**src/rgbled_pkg.sv**
```systemverilog
`timescale 1ns / 1ps
`default_nettype none

package rgbled_pkg;

    // Field widths.
    localparam int PCT_W           = 7;
    localparam int MODE_W          = 3;
    localparam int OP_W            = 2;
    localparam int DATA_W          = 32;
    localparam int PADDR_W         = 3;
    localparam int REG_IDX_W       = PADDR_W - 2;
    localparam int DEF_COUNT_WIDTH = 32;

    // Register reset values.
    localparam logic [DATA_W-1:0] PERIOD_RESET = 32'd10000;

    localparam logic [PCT_W-1:0] PCT_MAX = 7'd100;

    // Operation codes of an input word.
    typedef enum logic [OP_W-1:0] {
        OP_TICK      = 2'd0,
        OP_SET_COLOR = 2'd1,
        OP_SET_MODE  = 2'd2
    } op_t;

    // Effect modes; the two remaining codes are idle modes.
    typedef enum logic [MODE_W-1:0] {
        MODE_STATIC  = 3'd0,
        MODE_SMOOTH  = 3'd1,
        MODE_DISCO   = 3'd2,
        MODE_BREATH  = 3'd3,
        MODE_RAINBOW = 3'd4,
        MODE_PULSE   = 3'd5
    } mode_t;

    // Register map, by word index.
    typedef enum logic [REG_IDX_W-1:0] {
        REG_PERIOD = 1'd0
    } reg_idx_t;

    typedef logic [PCT_W-1:0] pct_t;

    typedef struct packed {
        pct_t red;
        pct_t green;
        pct_t blue;
    } rgb_t;

    typedef struct packed {
        logic [OP_W-1:0]   operation;
        pct_t              red_in;
        pct_t              green_in;
        pct_t              blue_in;
        logic [MODE_W-1:0] mode_in;
    } item_t;

    typedef struct packed {
        rgb_t              color;
        logic [MODE_W-1:0] mode;
    } result_t;

endpackage

`default_nettype wire

```
**src/rgbled_if.sv**
```systemverilog
`timescale 1ns / 1ps
`default_nettype none

// Input channel: one command or tick per word.
interface rgbled_in_if;
    import rgbled_pkg::*;

    logic              valid;
    logic              ready;
    logic [OP_W-1:0]   operation;
    logic [PCT_W-1:0]  red_in;
    logic [PCT_W-1:0]  green_in;
    logic [PCT_W-1:0]  blue_in;
    logic [MODE_W-1:0] mode_in;

    modport source (
        output valid, operation, red_in, green_in, blue_in, mode_in,
        input  ready
    );

    modport sink (
        input  valid, operation, red_in, green_in, blue_in, mode_in,
        output ready
    );
endinterface

// Output channel: current colors, compare values and mode.
interface rgbled_out_if;
    import rgbled_pkg::*;

    logic              valid;
    logic              ready;
    logic [PCT_W-1:0]  red_pct;
    logic [PCT_W-1:0]  green_pct;
    logic [PCT_W-1:0]  blue_pct;
    logic [DATA_W-1:0] red_compare;
    logic [DATA_W-1:0] green_compare;
    logic [DATA_W-1:0] blue_compare;
    logic [MODE_W-1:0] mode_out;

    modport source (
        output valid, red_pct, green_pct, blue_pct,
               red_compare, green_compare, blue_compare, mode_out,
        input  ready
    );

    modport sink (
        input  valid, red_pct, green_pct, blue_pct,
               red_compare, green_compare, blue_compare, mode_out,
        output ready
    );
endinterface

`default_nettype wire

```
**src/rgb_led_effect_generator.sv**
```systemverilog
`timescale 1ns / 1ps
`default_nettype none

// RGB LED effect engine. Each input word is a tick, a set-color command or a
// set-mode command, and each one yields exactly one output word with the
// current red, green and blue percentages, the PWM compare values
// (period / 100) * percent and the active mode. The block takes one word per
// clock cycle: all effect arithmetic fits between the state registers and a
// two-word result queue, so a result is written into the queue as its word is
// accepted, and input ready only drops when two results wait unread. The PWM
// period is written over the APB port at address 0; the user must write it only
// while no word is in flight, as the block does not enforce it. Period / 100 is
// formed at the write and the compare values are one multiply on the queue head.
module rgb_led_effect_generator #(
    parameter int COUNT_WIDTH = rgbled_pkg::DEF_COUNT_WIDTH
) (
    input  logic                           clk,
    input  logic                           rst_n,
    input  logic                           psel,
    input  logic                           penable,
    input  logic                           pwrite,
    input  logic [rgbled_pkg::PADDR_W-1:0] paddr,
    input  logic [rgbled_pkg::DATA_W-1:0]  pwdata,
    output logic [rgbled_pkg::DATA_W-1:0]  prdata,
    output logic                           pready,
    rgbled_in_if.sink                      in_ch,
    rgbled_out_if.source                   out_ch
);
    import rgbled_pkg::*;

    localparam logic [DATA_W-1:0] STEP_RESET = DATA_W'(PERIOD_RESET / 100);

    logic [DATA_W-1:0]    period_reg, period_next;
    logic [DATA_W-1:0]    step_reg, step_next;
    logic [2*DATA_W-1:0]  step_prod;
    logic [REG_IDX_W-1:0] reg_idx;
    logic                 cfg_write;
    logic                 fire;
    logic                 full;
    logic                 head_valid;
    item_t                in_item;
    result_t              eff_result;
    result_t              head;

    // Configuration port.
    assign pready    = 1'b1;
    assign reg_idx   = paddr[PADDR_W-1:2];
    assign cfg_write = psel && penable && pwrite;

    // Period / 100 by the reciprocal 0x51EB851F with a shift of 37.
    assign step_prod = 64'(pwdata) * 64'h0000_0000_51EB_851F;

    always_comb
    begin
        period_next = period_reg;
        step_next   = step_reg;
        prdata      = '0;
        unique case (reg_idx)
            REG_PERIOD:
            begin
                prdata = period_reg;
                if (cfg_write)
                begin
                    period_next = pwdata;
                    step_next   = DATA_W'(step_prod[2*DATA_W-1:37]);
                end
            end
            default:
            begin
            end
        endcase
    end

    always_ff @(posedge clk or negedge rst_n)
    begin
        if (!rst_n)
        begin
            period_reg <= PERIOD_RESET;
            step_reg   <= STEP_RESET;
        end
        else
        begin
            period_reg <= period_next;
            step_reg   <= step_next;
        end
    end

    // Input word.
    assign in_ch.ready       = !full;
    assign fire              = in_ch.valid && !full;
    assign in_item.operation = in_ch.operation;
    assign in_item.red_in    = in_ch.red_in;
    assign in_item.green_in  = in_ch.green_in;
    assign in_item.blue_in   = in_ch.blue_in;
    assign in_item.mode_in   = in_ch.mode_in;

    rgbled_effect #(
        .COUNT_WIDTH (COUNT_WIDTH)
    ) u_effect (
        .clk    (clk),
        .rst_n  (rst_n),
        .fire   (fire),
        .item   (in_item),
        .result (eff_result)
    );

    rgbled_resq u_resq (
        .clk        (clk),
        .rst_n      (rst_n),
        .push       (fire),
        .push_data  (eff_result),
        .full       (full),
        .head_valid (head_valid),
        .head       (head),
        .pop        (out_ch.ready)
    );

    // Output word; compare values come from the queue head.
    assign out_ch.valid         = head_valid;
    assign out_ch.red_pct       = head.color.red;
    assign out_ch.green_pct     = head.color.green;
    assign out_ch.blue_pct      = head.color.blue;
    assign out_ch.mode_out      = head.mode;
    assign out_ch.red_compare   = DATA_W'(step_reg * DATA_W'(head.color.red));
    assign out_ch.green_compare = DATA_W'(step_reg * DATA_W'(head.color.green));
    assign out_ch.blue_compare  = DATA_W'(step_reg * DATA_W'(head.color.blue));

endmodule

`default_nettype wire

```
**src/rgbled_effect.sv**
```systemverilog
`timescale 1ns / 1ps
`default_nettype none

module rgbled_effect #(
    parameter int COUNT_WIDTH = rgbled_pkg::DEF_COUNT_WIDTH
) (
    input  logic                clk,
    input  logic                rst_n,
    input  logic                fire,
    input  rgbled_pkg::item_t   item,
    output rgbled_pkg::result_t result
);
    import rgbled_pkg::*;

    // Moduli of the tick count that the effects need, the last disco index and the breath step.
    localparam logic [7:0] R255_LAST = 8'd254;
    localparam logic [8:0] R360_LAST = 9'd359;
    localparam logic [3:0] R12_LAST  = 4'd11;
    localparam logic [2:0] DISCO_LAST = 3'd6;
    localparam logic [PCT_W-1:0] BREATH_STEP = 7'd5;

    // Saturate a raw percent at 100.
    function automatic pct_t sat_pct(input pct_t v);
        sat_pct = (v > PCT_MAX) ? PCT_MAX : v;
    endfunction

    // Floor of x / 17 for x below 2048.
    function automatic pct_t div17(input logic [10:0] x);
        logic [18:0] p;
        p = 19'(x) * 19'd241;
        div17 = p[18:12];
    endfunction

    // Floor of x / 3 for x below 384.
    function automatic pct_t div3(input logic [8:0] x);
        logic [17:0] p;
        p = 18'(x) * 18'd683;
        div3 = p[17:11];
    endfunction

    // Floor of x / 100 for x up to 10000.
    function automatic pct_t div100(input logic [13:0] x);
        logic [25:0] p;
        p = 26'(x) * 26'd5243;
        div100 = p[25:19];
    endfunction

    // Seven-color palette of the disco effect.
    function automatic rgb_t disco_color(input logic [2:0] idx);
        case (idx)
            3'd0:    disco_color = '{red: PCT_MAX, green: '0,      blue: '0};
            3'd1:    disco_color = '{red: '0,      green: PCT_MAX, blue: '0};
            3'd2:    disco_color = '{red: '0,      green: '0,      blue: PCT_MAX};
            3'd3:    disco_color = '{red: PCT_MAX, green: PCT_MAX, blue: '0};
            3'd4:    disco_color = '{red: PCT_MAX, green: '0,      blue: PCT_MAX};
            3'd5:    disco_color = '{red: '0,      green: PCT_MAX, blue: PCT_MAX};
            default: disco_color = '{red: PCT_MAX, green: PCT_MAX, blue: PCT_MAX};
        endcase
    endfunction

    logic [COUNT_WIDTH-1:0] count_reg, count_next;
    logic [7:0]             r255_reg, r255_next;
    logic [8:0]             r360_reg, r360_next;
    logic [3:0]             r12_reg, r12_next;
    logic [MODE_W-1:0]      mode_reg, mode_next;
    rgb_t                   color_reg, color_next;
    pct_t                   level_reg, level_next;
    logic                   rising_reg, rising_next;
    rgb_t                   target_reg, target_next;
    logic [2:0]             disco_reg, disco_next;

    logic [COUNT_WIDTH-1:0] c_inc;
    logic                   wrap;
    logic [7:0]             r255_inc;
    logic [8:0]             r360_inc;
    logic [3:0]             r12_inc;
    logic                   r6_zero;

    logic [8:0] sm_v2;
    logic [7:0] sm_v;
    pct_t       sm_d;
    pct_t       sm_q;
    rgb_t       smooth_color;

    logic [5:0] rb_d;
    pct_t       rb_q;
    rgb_t       rainbow_color;

    pct_t       pu_q;
    rgb_t       pulse_color;

    logic [2:0] disco_inc;

    logic [PCT_W:0] lvl_sum;
    pct_t       level_upd;
    logic       rising_upd;
    rgb_t       breath_color;

    // Tick count after the advance, and its residues; all restart on a wrap.
    always_comb
    begin
        c_inc    = count_reg + COUNT_WIDTH'(1);
        wrap     = &count_reg;
        r255_inc = (wrap || r255_reg == R255_LAST) ? '0 : r255_reg + 8'd1;
        r360_inc = (wrap || r360_reg == R360_LAST) ? '0 : r360_reg + 9'd1;
        r12_inc  = (wrap || r12_reg == R12_LAST)   ? '0 : r12_reg + 4'd1;
        r6_zero  = (r12_inc == 4'd0) || (r12_inc == 4'd6);
    end

    // Smooth ramp: v = 2c mod 255 in three thirds of 85.
    always_comb
    begin
        sm_v2 = {r255_inc, 1'b0};
        sm_v  = (sm_v2 >= 9'd255) ? 8'(sm_v2 - 9'd255) : sm_v2[7:0];
        if (sm_v < 8'd85)
            sm_d = sm_v[PCT_W-1:0];
        else if (sm_v < 8'd170)
            sm_d = PCT_W'(sm_v - 8'd85);
        else
            sm_d = PCT_W'(sm_v - 8'd170);
        sm_q = div17(11'(sm_d) * 11'd20);
        if (sm_v < 8'd85)
            smooth_color = '{red: PCT_MAX, green: sm_q, blue: '0};
        else if (sm_v < 8'd170)
            smooth_color = '{red: PCT_MAX - sm_q, green: PCT_MAX, blue: '0};
        else
            smooth_color = '{red: '0, green: PCT_MAX - sm_q, blue: PCT_MAX};
    end

    // Rainbow: hue is c mod 360, six sectors of 60.
    always_comb
    begin
        if (r360_inc < 9'd60)
            rb_d = r360_inc[5:0];
        else if (r360_inc < 9'd120)
            rb_d = 6'(r360_inc - 9'd60);
        else if (r360_inc < 9'd180)
            rb_d = 6'(r360_inc - 9'd120);
        else if (r360_inc < 9'd240)
            rb_d = 6'(r360_inc - 9'd180);
        else if (r360_inc < 9'd300)
            rb_d = 6'(r360_inc - 9'd240);
        else
            rb_d = 6'(r360_inc - 9'd300);
        rb_q = div3(9'(rb_d) * 9'd5);
        if (r360_inc < 9'd60)
            rainbow_color = '{red: PCT_MAX, green: rb_q, blue: '0};
        else if (r360_inc < 9'd120)
            rainbow_color = '{red: PCT_MAX - rb_q, green: PCT_MAX, blue: '0};
        else if (r360_inc < 9'd180)
            rainbow_color = '{red: '0, green: PCT_MAX, blue: rb_q};
        else if (r360_inc < 9'd240)
            rainbow_color = '{red: '0, green: PCT_MAX - rb_q, blue: PCT_MAX};
        else if (r360_inc < 9'd300)
            rainbow_color = '{red: rb_q, green: '0, blue: PCT_MAX};
        else
            rainbow_color = '{red: PCT_MAX, green: '0, blue: PCT_MAX - rb_q};
    end

    // Pulse: the angle 15c mod 180 is 15 times c mod 12, so each sector of 60
    // covers four counts and the ramp moves 25 percent per count.
    always_comb
    begin
        pu_q = PCT_W'(r12_inc[1:0]) * 7'd25;
        case (r12_inc[3:2])
            2'd0:    pulse_color = '{red: '0, green: pu_q >> 1, blue: PCT_MAX};
            2'd1:    pulse_color = '{red: '0, green: (PCT_MAX - pu_q) >> 1,
                                     blue: PCT_MAX};
            default: pulse_color = '{red: '0, green: '0, blue: PCT_MAX - pu_q};
        endcase
    end

    // Disco steps through its palette and wraps after white.
    assign disco_inc = (disco_reg == DISCO_LAST) ? '0 : disco_reg + 3'd1;

    // Breath level moves by five between 0 and 100 and scales the target.
    always_comb
    begin
        lvl_sum    = {1'b0, level_reg} + {1'b0, BREATH_STEP};
        level_upd  = level_reg;
        rising_upd = rising_reg;
        if (rising_reg)
        begin
            if (lvl_sum >= {1'b0, PCT_MAX})
            begin
                level_upd  = PCT_MAX;
                rising_upd = 1'b0;
            end
            else
            begin
                level_upd = lvl_sum[PCT_W-1:0];
            end
        end
        else
        begin
            if (level_reg <= BREATH_STEP)
            begin
                level_upd  = '0;
                rising_upd = 1'b1;
            end
            else
            begin
                level_upd = level_reg - BREATH_STEP;
            end
        end
        breath_color.red   = div100(14'(target_reg.red)   * 14'(level_upd));
        breath_color.green = div100(14'(target_reg.green) * 14'(level_upd));
        breath_color.blue  = div100(14'(target_reg.blue)  * 14'(level_upd));
    end

    // Next state for one accepted word.
    always_comb
    begin
        count_next  = count_reg;
        r255_next   = r255_reg;
        r360_next   = r360_reg;
        r12_next    = r12_reg;
        mode_next   = mode_reg;
        color_next  = color_reg;
        level_next  = level_reg;
        rising_next = rising_reg;
        target_next = target_reg;
        disco_next  = disco_reg;
        if (fire)
        begin
            unique case (item.operation)
                OP_TICK:
                begin
                    count_next = c_inc;
                    r255_next  = r255_inc;
                    r360_next  = r360_inc;
                    r12_next   = r12_inc;
                    case (mode_reg)
                        MODE_SMOOTH:
                        begin
                            color_next = smooth_color;
                        end
                        MODE_DISCO:
                        begin
                            if (r6_zero)
                            begin
                                disco_next = disco_inc;
                                color_next = disco_color(disco_inc);
                            end
                        end
                        MODE_BREATH:
                        begin
                            if (!c_inc[0])
                            begin
                                level_next  = level_upd;
                                rising_next = rising_upd;
                                color_next  = breath_color;
                            end
                        end
                        MODE_RAINBOW:
                        begin
                            color_next = rainbow_color;
                        end
                        MODE_PULSE:
                        begin
                            color_next = pulse_color;
                        end
                        default:
                        begin
                        end
                    endcase
                end
                OP_SET_COLOR:
                begin
                    color_next.red   = sat_pct(item.red_in);
                    color_next.green = sat_pct(item.green_in);
                    color_next.blue  = sat_pct(item.blue_in);
                end
                OP_SET_MODE:
                begin
                    mode_next   = item.mode_in;
                    count_next  = '0;
                    r255_next   = '0;
                    r360_next   = '0;
                    r12_next    = '0;
                    level_next  = '0;
                    rising_next = 1'b1;
                    if (item.mode_in == MODE_BREATH)
                        target_next = color_reg;
                end
                default:
                begin
                end
            endcase
        end
    end

    // The result reports the state after this word.
    assign result.color = color_next;
    assign result.mode  = mode_next;

    // State registers.
    always_ff @(posedge clk or negedge rst_n)
    begin
        if (!rst_n)
        begin
            count_reg  <= '0;
            r255_reg   <= '0;
            r360_reg   <= '0;
            r12_reg    <= '0;
            mode_reg   <= MODE_STATIC;
            color_reg  <= '0;
            level_reg  <= '0;
            rising_reg <= 1'b1;
            target_reg <= '0;
            disco_reg  <= '0;
        end
        else
        begin
            count_reg  <= count_next;
            r255_reg   <= r255_next;
            r360_reg   <= r360_next;
            r12_reg    <= r12_next;
            mode_reg   <= mode_next;
            color_reg  <= color_next;
            level_reg  <= level_next;
            rising_reg <= rising_next;
            target_reg <= target_next;
            disco_reg  <= disco_next;
        end
    end

    // A mode change restarts the count, its residues and the breath state.
    a_mode_restart: assert property (@(posedge clk) disable iff (!rst_n)
        fire && item.operation == OP_SET_MODE |=>
            count_reg == '0 && r360_reg == '0 && level_reg == '0 && rising_reg)
        else $error("mode change did not restart effect state");

    // The residues restart together, so a multiple of 360 is one of 12.
    a_residue_align: assert property (@(posedge clk) disable iff (!rst_n)
        r360_reg == '0 |-> r12_reg == '0)
        else $error("count residues out of step");

    // Breath only falls from a nonzero level.
    a_breath_fall: assert property (@(posedge clk) disable iff (!rst_n)
        !rising_reg |-> level_reg != '0)
        else $error("breath falling at level zero");

endmodule

`default_nettype wire

```
**src/rgbled_resq.sv**
```systemverilog
`timescale 1ns / 1ps
`default_nettype none

module rgbled_resq (
    input  logic                clk,
    input  logic                rst_n,
    input  logic                push,
    input  rgbled_pkg::result_t push_data,
    output logic                full,
    output logic                head_valid,
    output rgbled_pkg::result_t head,
    input  logic                pop
);
    import rgbled_pkg::*;

    result_t    head_reg, head_next;
    result_t    tail_reg, tail_next;
    logic [1:0] count_reg, count_next;
    logic       pop_ok;

    assign pop_ok     = pop && (count_reg != 2'd0);
    assign full       = (count_reg == 2'd2);
    assign head_valid = (count_reg != 2'd0);
    assign head       = head_reg;

    // Two-word queue: the head is always the oldest word.
    always_comb
    begin
        head_next  = head_reg;
        tail_next  = tail_reg;
        count_next = count_reg + 2'(push) - 2'(pop_ok);
        if (pop_ok)
        begin
            if (count_reg == 2'd2)
            begin
                head_next = tail_reg;
                if (push)
                    tail_next = push_data;
            end
            else if (push)
            begin
                head_next = push_data;
            end
        end
        else if (push)
        begin
            if (count_reg == 2'd0)
                head_next = push_data;
            else
                tail_next = push_data;
        end
    end

    always_ff @(posedge clk or negedge rst_n)
    begin
        if (!rst_n)
            count_reg <= '0;
        else
            count_reg <= count_next;
    end

    always_ff @(posedge clk)
    begin
        head_reg <= head_next;
        tail_reg <= tail_next;
    end

    a_no_overflow: assert property (@(posedge clk) disable iff (!rst_n)
        push |-> !full)
        else $error("word pushed into a full result queue");

    a_head_holds: assert property (@(posedge clk) disable iff (!rst_n)
        head_valid && !pop |=> $stable(head_reg))
        else $error("waiting result word changed");

    a_tail_advances: assert property (@(posedge clk) disable iff (!rst_n)
        pop && full |=> head_reg == $past(tail_reg))
        else $error("second word did not move to the head");

endmodule

`default_nettype wire
```
**src/flat_wrapper.sv**
```systemverilog
// flat-port wrapper written by rule: the top's interface ports become plain ports
module rgb_led_effect_generator_flat import rgbled_pkg::*;
#(
    parameter int COUNT_WIDTH = rgbled_pkg::DEF_COUNT_WIDTH
)
  (clk, rst_n, psel, penable, pwrite, paddr, pwdata, prdata, pready, in_ch_valid, in_ch_operation, in_ch_red_in, in_ch_green_in, in_ch_blue_in, in_ch_mode_in, in_ch_ready, out_ch_valid, out_ch_red_pct, out_ch_green_pct, out_ch_blue_pct, out_ch_red_compare, out_ch_green_compare, out_ch_blue_compare, out_ch_mode_out, out_ch_ready);
  rgbled_in_if in_ch_i ();
  rgbled_out_if out_ch_i ();
  input  logic clk;
  input  logic rst_n;
  input  logic psel;
  input  logic penable;
  input  logic pwrite;
  input  logic [rgbled_pkg::PADDR_W-1:0] paddr;
  input  logic [rgbled_pkg::DATA_W-1:0] pwdata;
  output logic [rgbled_pkg::DATA_W-1:0] prdata;
  output logic pready;
  input wire logic [$bits(in_ch_i.valid)-1:0] in_ch_valid;
  input wire logic [$bits(in_ch_i.operation)-1:0] in_ch_operation;
  input wire logic [$bits(in_ch_i.red_in)-1:0] in_ch_red_in;
  input wire logic [$bits(in_ch_i.green_in)-1:0] in_ch_green_in;
  input wire logic [$bits(in_ch_i.blue_in)-1:0] in_ch_blue_in;
  input wire logic [$bits(in_ch_i.mode_in)-1:0] in_ch_mode_in;
  output wire logic [$bits(in_ch_i.ready)-1:0] in_ch_ready;
  output wire logic [$bits(out_ch_i.valid)-1:0] out_ch_valid;
  output wire logic [$bits(out_ch_i.red_pct)-1:0] out_ch_red_pct;
  output wire logic [$bits(out_ch_i.green_pct)-1:0] out_ch_green_pct;
  output wire logic [$bits(out_ch_i.blue_pct)-1:0] out_ch_blue_pct;
  output wire logic [$bits(out_ch_i.red_compare)-1:0] out_ch_red_compare;
  output wire logic [$bits(out_ch_i.green_compare)-1:0] out_ch_green_compare;
  output wire logic [$bits(out_ch_i.blue_compare)-1:0] out_ch_blue_compare;
  output wire logic [$bits(out_ch_i.mode_out)-1:0] out_ch_mode_out;
  input wire logic [$bits(out_ch_i.ready)-1:0] out_ch_ready;
  assign in_ch_i.valid = in_ch_valid;
  assign in_ch_i.operation = in_ch_operation;
  assign in_ch_i.red_in = in_ch_red_in;
  assign in_ch_i.green_in = in_ch_green_in;
  assign in_ch_i.blue_in = in_ch_blue_in;
  assign in_ch_i.mode_in = in_ch_mode_in;
  assign in_ch_ready = in_ch_i.ready;
  assign out_ch_valid = out_ch_i.valid;
  assign out_ch_red_pct = out_ch_i.red_pct;
  assign out_ch_green_pct = out_ch_i.green_pct;
  assign out_ch_blue_pct = out_ch_i.blue_pct;
  assign out_ch_red_compare = out_ch_i.red_compare;
  assign out_ch_green_compare = out_ch_i.green_compare;
  assign out_ch_blue_compare = out_ch_i.blue_compare;
  assign out_ch_mode_out = out_ch_i.mode_out;
  assign out_ch_i.ready = out_ch_ready;
  rgb_led_effect_generator #(.COUNT_WIDTH(COUNT_WIDTH)) u_core (.clk(clk), .rst_n(rst_n), .psel(psel), .penable(penable), .pwrite(pwrite), .paddr(paddr), .pwdata(pwdata), .prdata(prdata), .pready(pready), .in_ch(in_ch_i), .out_ch(out_ch_i));
endmodule
```
**config.mk**
```make
export PLATFORM = sky130hd
export DESIGN_NAME = rgb_led_effect_generator_flat
export DESIGN_NICKNAME = d
export VERILOG_FILES = /design/src/rgbled_pkg.sv /design/src/rgbled_if.sv /design/src/rgb_led_effect_generator.sv /design/src/rgbled_effect.sv /design/src/rgbled_resq.sv /design/src/flat_wrapper.sv
export SDC_FILE = /design/constraint.sdc
export NUM_CORES = 2
export LEC_CHECK = 0
export BUFFER_PORTS_ARGS = -buffer_cell sky130_fd_sc_hd__buf_2
export CORE_MARGIN = 2
export CORE_UTILIZATION = 55
export CTS_BUF_LIST = sky130_fd_sc_hd__clkbuf_8
export DETAILED_ROUTE_END_ITERATION = 8
export PLACE_DENSITY = 0.72
export SLEW_MARGIN = 20
export SYNTH_ARGS = -nofsm -noshare
export SYNTH_HDL_FRONTEND = slang
export SYNTH_SLANG_ARGS = --single-unit
```
**constraint.sdc**
```tcl
create_clock -name clk -period 14.05 [get_ports clk]
set_input_delay 2.1075 -clock clk [delete_from_list [all_inputs] [get_ports clk]]
set_output_delay 2.1075 -clock clk [all_outputs]
set_load 0.05 [all_outputs]
```
==> impl_metrics.tcl <==
set metrics [dict create \
    status "finished, final reports clean" \
    syn_area_per_cell_um2 9.27 \
    detail_route.drc_violations 0 \
    io_buffers 219 \
    post_drt_via_cell_ratio 5.57 \
    synth.yosys.seq_area_share_pct 9.28 \
    groute.layer.met3.usage_pct 5.89 \
    postSynthRegisterBits 217 \
    grt.overflow.total 0 \
    synthesis.instances 6607 \
    synth_warnings 0 \
    worst_path_most_repeated_cell "fa_1" \
    first_pass_iters 5 \
    insertion_delay_ns 0.66 \
    coreArea_um2 111000 \
    ant_nets 0 \
    synth_area_um2 61200 \
    antenna_found_initial 13 \
    detailed_place_hpwl_mm 131 \
    fp-row-count 122 \
    tightestPinTransition_ns 1.11 \
    timing.final.setup_violations 0 \
    post_route_cells_drive_above_1_share_pct 6.69 \
    ff2ff_setup_slack_ns 1.00 \
    source_of_the_worst_hold_timing_path "u_core.period_reg[28]$_DFFE_PN0P_" \
    drt_wl_total_mm 157 \
    syn_nets 8729 \
    cp-end-kind "flop" \
    cts_num_sinks 217 \
    drv.max_cap_violation_count 0 \
    use_met2_pct 45.0 \
    grt_setup_unrepaired "false" \
    grt.total_usage_pct 28.5 \
    reg2reg_from "u_core.u_effect.level_reg[0]$_DFFE_PN0P_" \
    path_delay_family "adder cells" \
    path_class "flop to flop" \
    route.vias.total 45923 \
    hold_path_depth 2 \
    setup-tns-final_ns 0 \
    use_met1_pct 40.0 \
    worstHoldPathType "flop to flop" \
    number_of_top_level_pins 223 \
    die_area_um2 114000 \
    r2r_cells 43 \
    max_clock_freq_mhz 76.7 \
    timing.max_slew.rel_slack_pct 25.9 \
    post_synth_num_cell_types 95 \
    fp.dieH_um 338 \
    cts.clk_slew.worst_paths_ns 0.06 \
    worstPathBufferInverterCount 7 \
    cts_inserted_buffers 42 \
    critPathMaxFanout 15 \
    period_minus_slack_ns 13.05 \
    grt_start_max_net_pins 102 \
    synth_top_cell_by_area "fa_1" \
    root_buffer "clkbuf_8" \
    async_reset_ff_share_pct 77.9 \
    fraction_of_post_synthesis_cell_area_in_the_top_cell_type_by_area_pct 33.5 \
    timing.critical_path.slowest_stage_cell "xnor2_1" \
    fin_worst_skew_ns 0.0718 \
    kind_of_start_point_of_the_critical_path "flop" \
    grt_pass1_wl_mm 258 \
    ctsHtreeMaxLevel 2 \
    slew_viol_final 0 \
    floorplan.initialDensity_pct 55.4 \
    yosys-top-cells-area "fa_1, ha_1, inv_1" \
    grt-busiest-layer "met2" \
    die_w_um 338 \
    area_growth_syn_to_layout_pct 5.95 \
    layout_worst_path_cycle_share_pct 92.8 \
    num-nets-final 8845 \
    timing.critical_path.arrival_ns 13.39 \
    min_to "u_core.period_reg[28]$_DFFE_PN0P_" \
    clock_path_buffers 3 \
    edff_count_synth 48 \
    clock_tree_from_tritoncts "yes" \
    timing.critical_path.slowest_cell_delay_ns 0.69 \
    worstReg2RegEnd "u_core.u_resq.head[9]$_DFFE_PP_" \
    1st_iter_drt_viols 3052 \
    fin_hold_viols 0 \
    final_replace_weighted_congestion 0.949 \
    vias_in_the_first_global_route 48277 \
    routedWlPerCell_um 19.0 \
    worst-endpoint-required_ns 14.40 \
    synthFlopType "dfrtp_1" \
]
## logic make-up after synthesis
kind of cell | share of synthesized area [%]
other cells | 0.00613
mux | 1.01
fa+ha+maj | 54.5
compound gates | 9.25
flops | 9.28
buf+inv | 9.65
simple gates | 12.1
xor+xnor | 4.21
## final cells by class
type                    instances  area, um^2
multi-input cells            4837       49700
fillers                      9752       45700
flip-flops and latches        217        5680
inverters                    1353        5080
well taps                    1488        1860
repair buffers                272        1560
clock buffers                  51         702
clock inverters                27         280
diodes                          6        15.0
## cell usage in the layout (no fill, tap or decap), types with 11 or more instances in the layout
cell      Yosys  layout
o21bai_1     30      30
o211ai_1     27      27
nand2b_1     44      44
a22oi_1      11      11
and4_1       12      12
or3_1        17      17
inv_1      1351    1359
nor2_1      206     203
fa_1       1023    1023
a21oi_1     228     227
a211oi_1     32      31
nand2_1     706     706
o21a_1       34      34
dfrtp_1     160     160
and3_1       27      27
o21ai_0     218     217
nor2b_1      73      73
a31oi_1      33      33
ha_1       1031    1031
o31ai_1      16      16
buf_2         5     218
and2_1      258     258
nor3_1       57      57
a21o_1       96      96
nand4_1      23      23
o22ai_1      20      20
edfxtp_1     48      48
nand3_1      78      78
xor2_1       98      97
buf_4         3      47
clkbuf_8      1      52
mux2_2       46      46
xnor2_1     192     192
a221oi_1     14      13
## synth_stat cells, types with 98 or more instances
| cell type | count |
|---|---|
| nor2_1 | 206 |
| o21ai_0 | 218 |
| and2_1 | 258 |
| inv_1 | 1351 |
| dfrtp_1 | 160 |
| a21oi_1 | 228 |
| xnor2_1 | 192 |
| nand2_1 | 706 |
| fa_1 | 1023 |
| ha_1 | 1031 |
| clkbuf_1 | 181 |
| xor2_1 | 98 |
## timing repair
| item | CTS | global route |
|---|---|---|
| gates resized for setup | 0 | 1 |
| setup buffers | 0 | 0 |
| hold buffers | 0 | 0 |
| endpoints found under the setup margin | 0 | 1 |
## routing by layer
layer	vias up	wire, um
met5	-	178
met4	8	4340
met3	238	13000
met2	1448	70800
met1	22869	68600
li1	21360	-
## worst reg2reg max path: cells and delay by family (launching register included)
kind | cells | cell delay (ns)
buffers and inverters | 7 | 0.76
AND/OR/NAND/NOR | 2 | 0.22
AO/OA/AOI/OAI | 18 | 4.59
flip-flops | 1 | 0.48
multiplexers | 2 | 0.50
adder cells (fa/ha/maj) | 12 | 5.36
XOR/XNOR | 2 | 0.83
## through the flow
step           hold slack (ns)  utilization [%]  setup slack [ns]  std cells  cell area, um^2
2_1_floorplan            0.442                -              2.84       6607            61200
3_3_place_gp             0.459             57.7              1.26       8161            63700
3_5_place_dp             0.463             57.7              1.03       8162            63800
4_1_cts                  0.475             58.6             0.952       8240            64700
5_1_grt                  0.512             58.7            0.0429       8248            64800
6_report                 0.472             58.7              1.00       8251            64900
## worst max-delay path by stage
stage	cells past startpoint	endpoint	start
floorplan	43	u_core.u_resq.head[9]$_DFFE_PP_	u_core.u_effect.level_reg[2]$_DFFE_PN0P_
global placement	43	u_core.u_resq.head[9]$_DFFE_PP_	u_core.u_effect.level_reg[0]$_DFFE_PN0P_
detailed placement	43	u_core.u_resq.head[9]$_DFFE_PP_	u_core.u_effect.level_reg[0]$_DFFE_PN0P_
CTS	43	u_core.u_resq.head[9]$_DFFE_PP_	u_core.u_effect.level_reg[0]$_DFFE_PN0P_
global route	43	u_core.u_resq.head[9]$_DFFE_PP_	u_core.u_effect.level_reg[0]$_DFFE_PN0P_
finish	43	u_core.u_resq.head[9]$_DFFE_PP_	u_core.u_effect.level_reg[0]$_DFFE_PN0P_
Power is left out: the tool's default activity adds up to more than one toggle a clock period on the data nets, which glitch-free logic cannot reach.
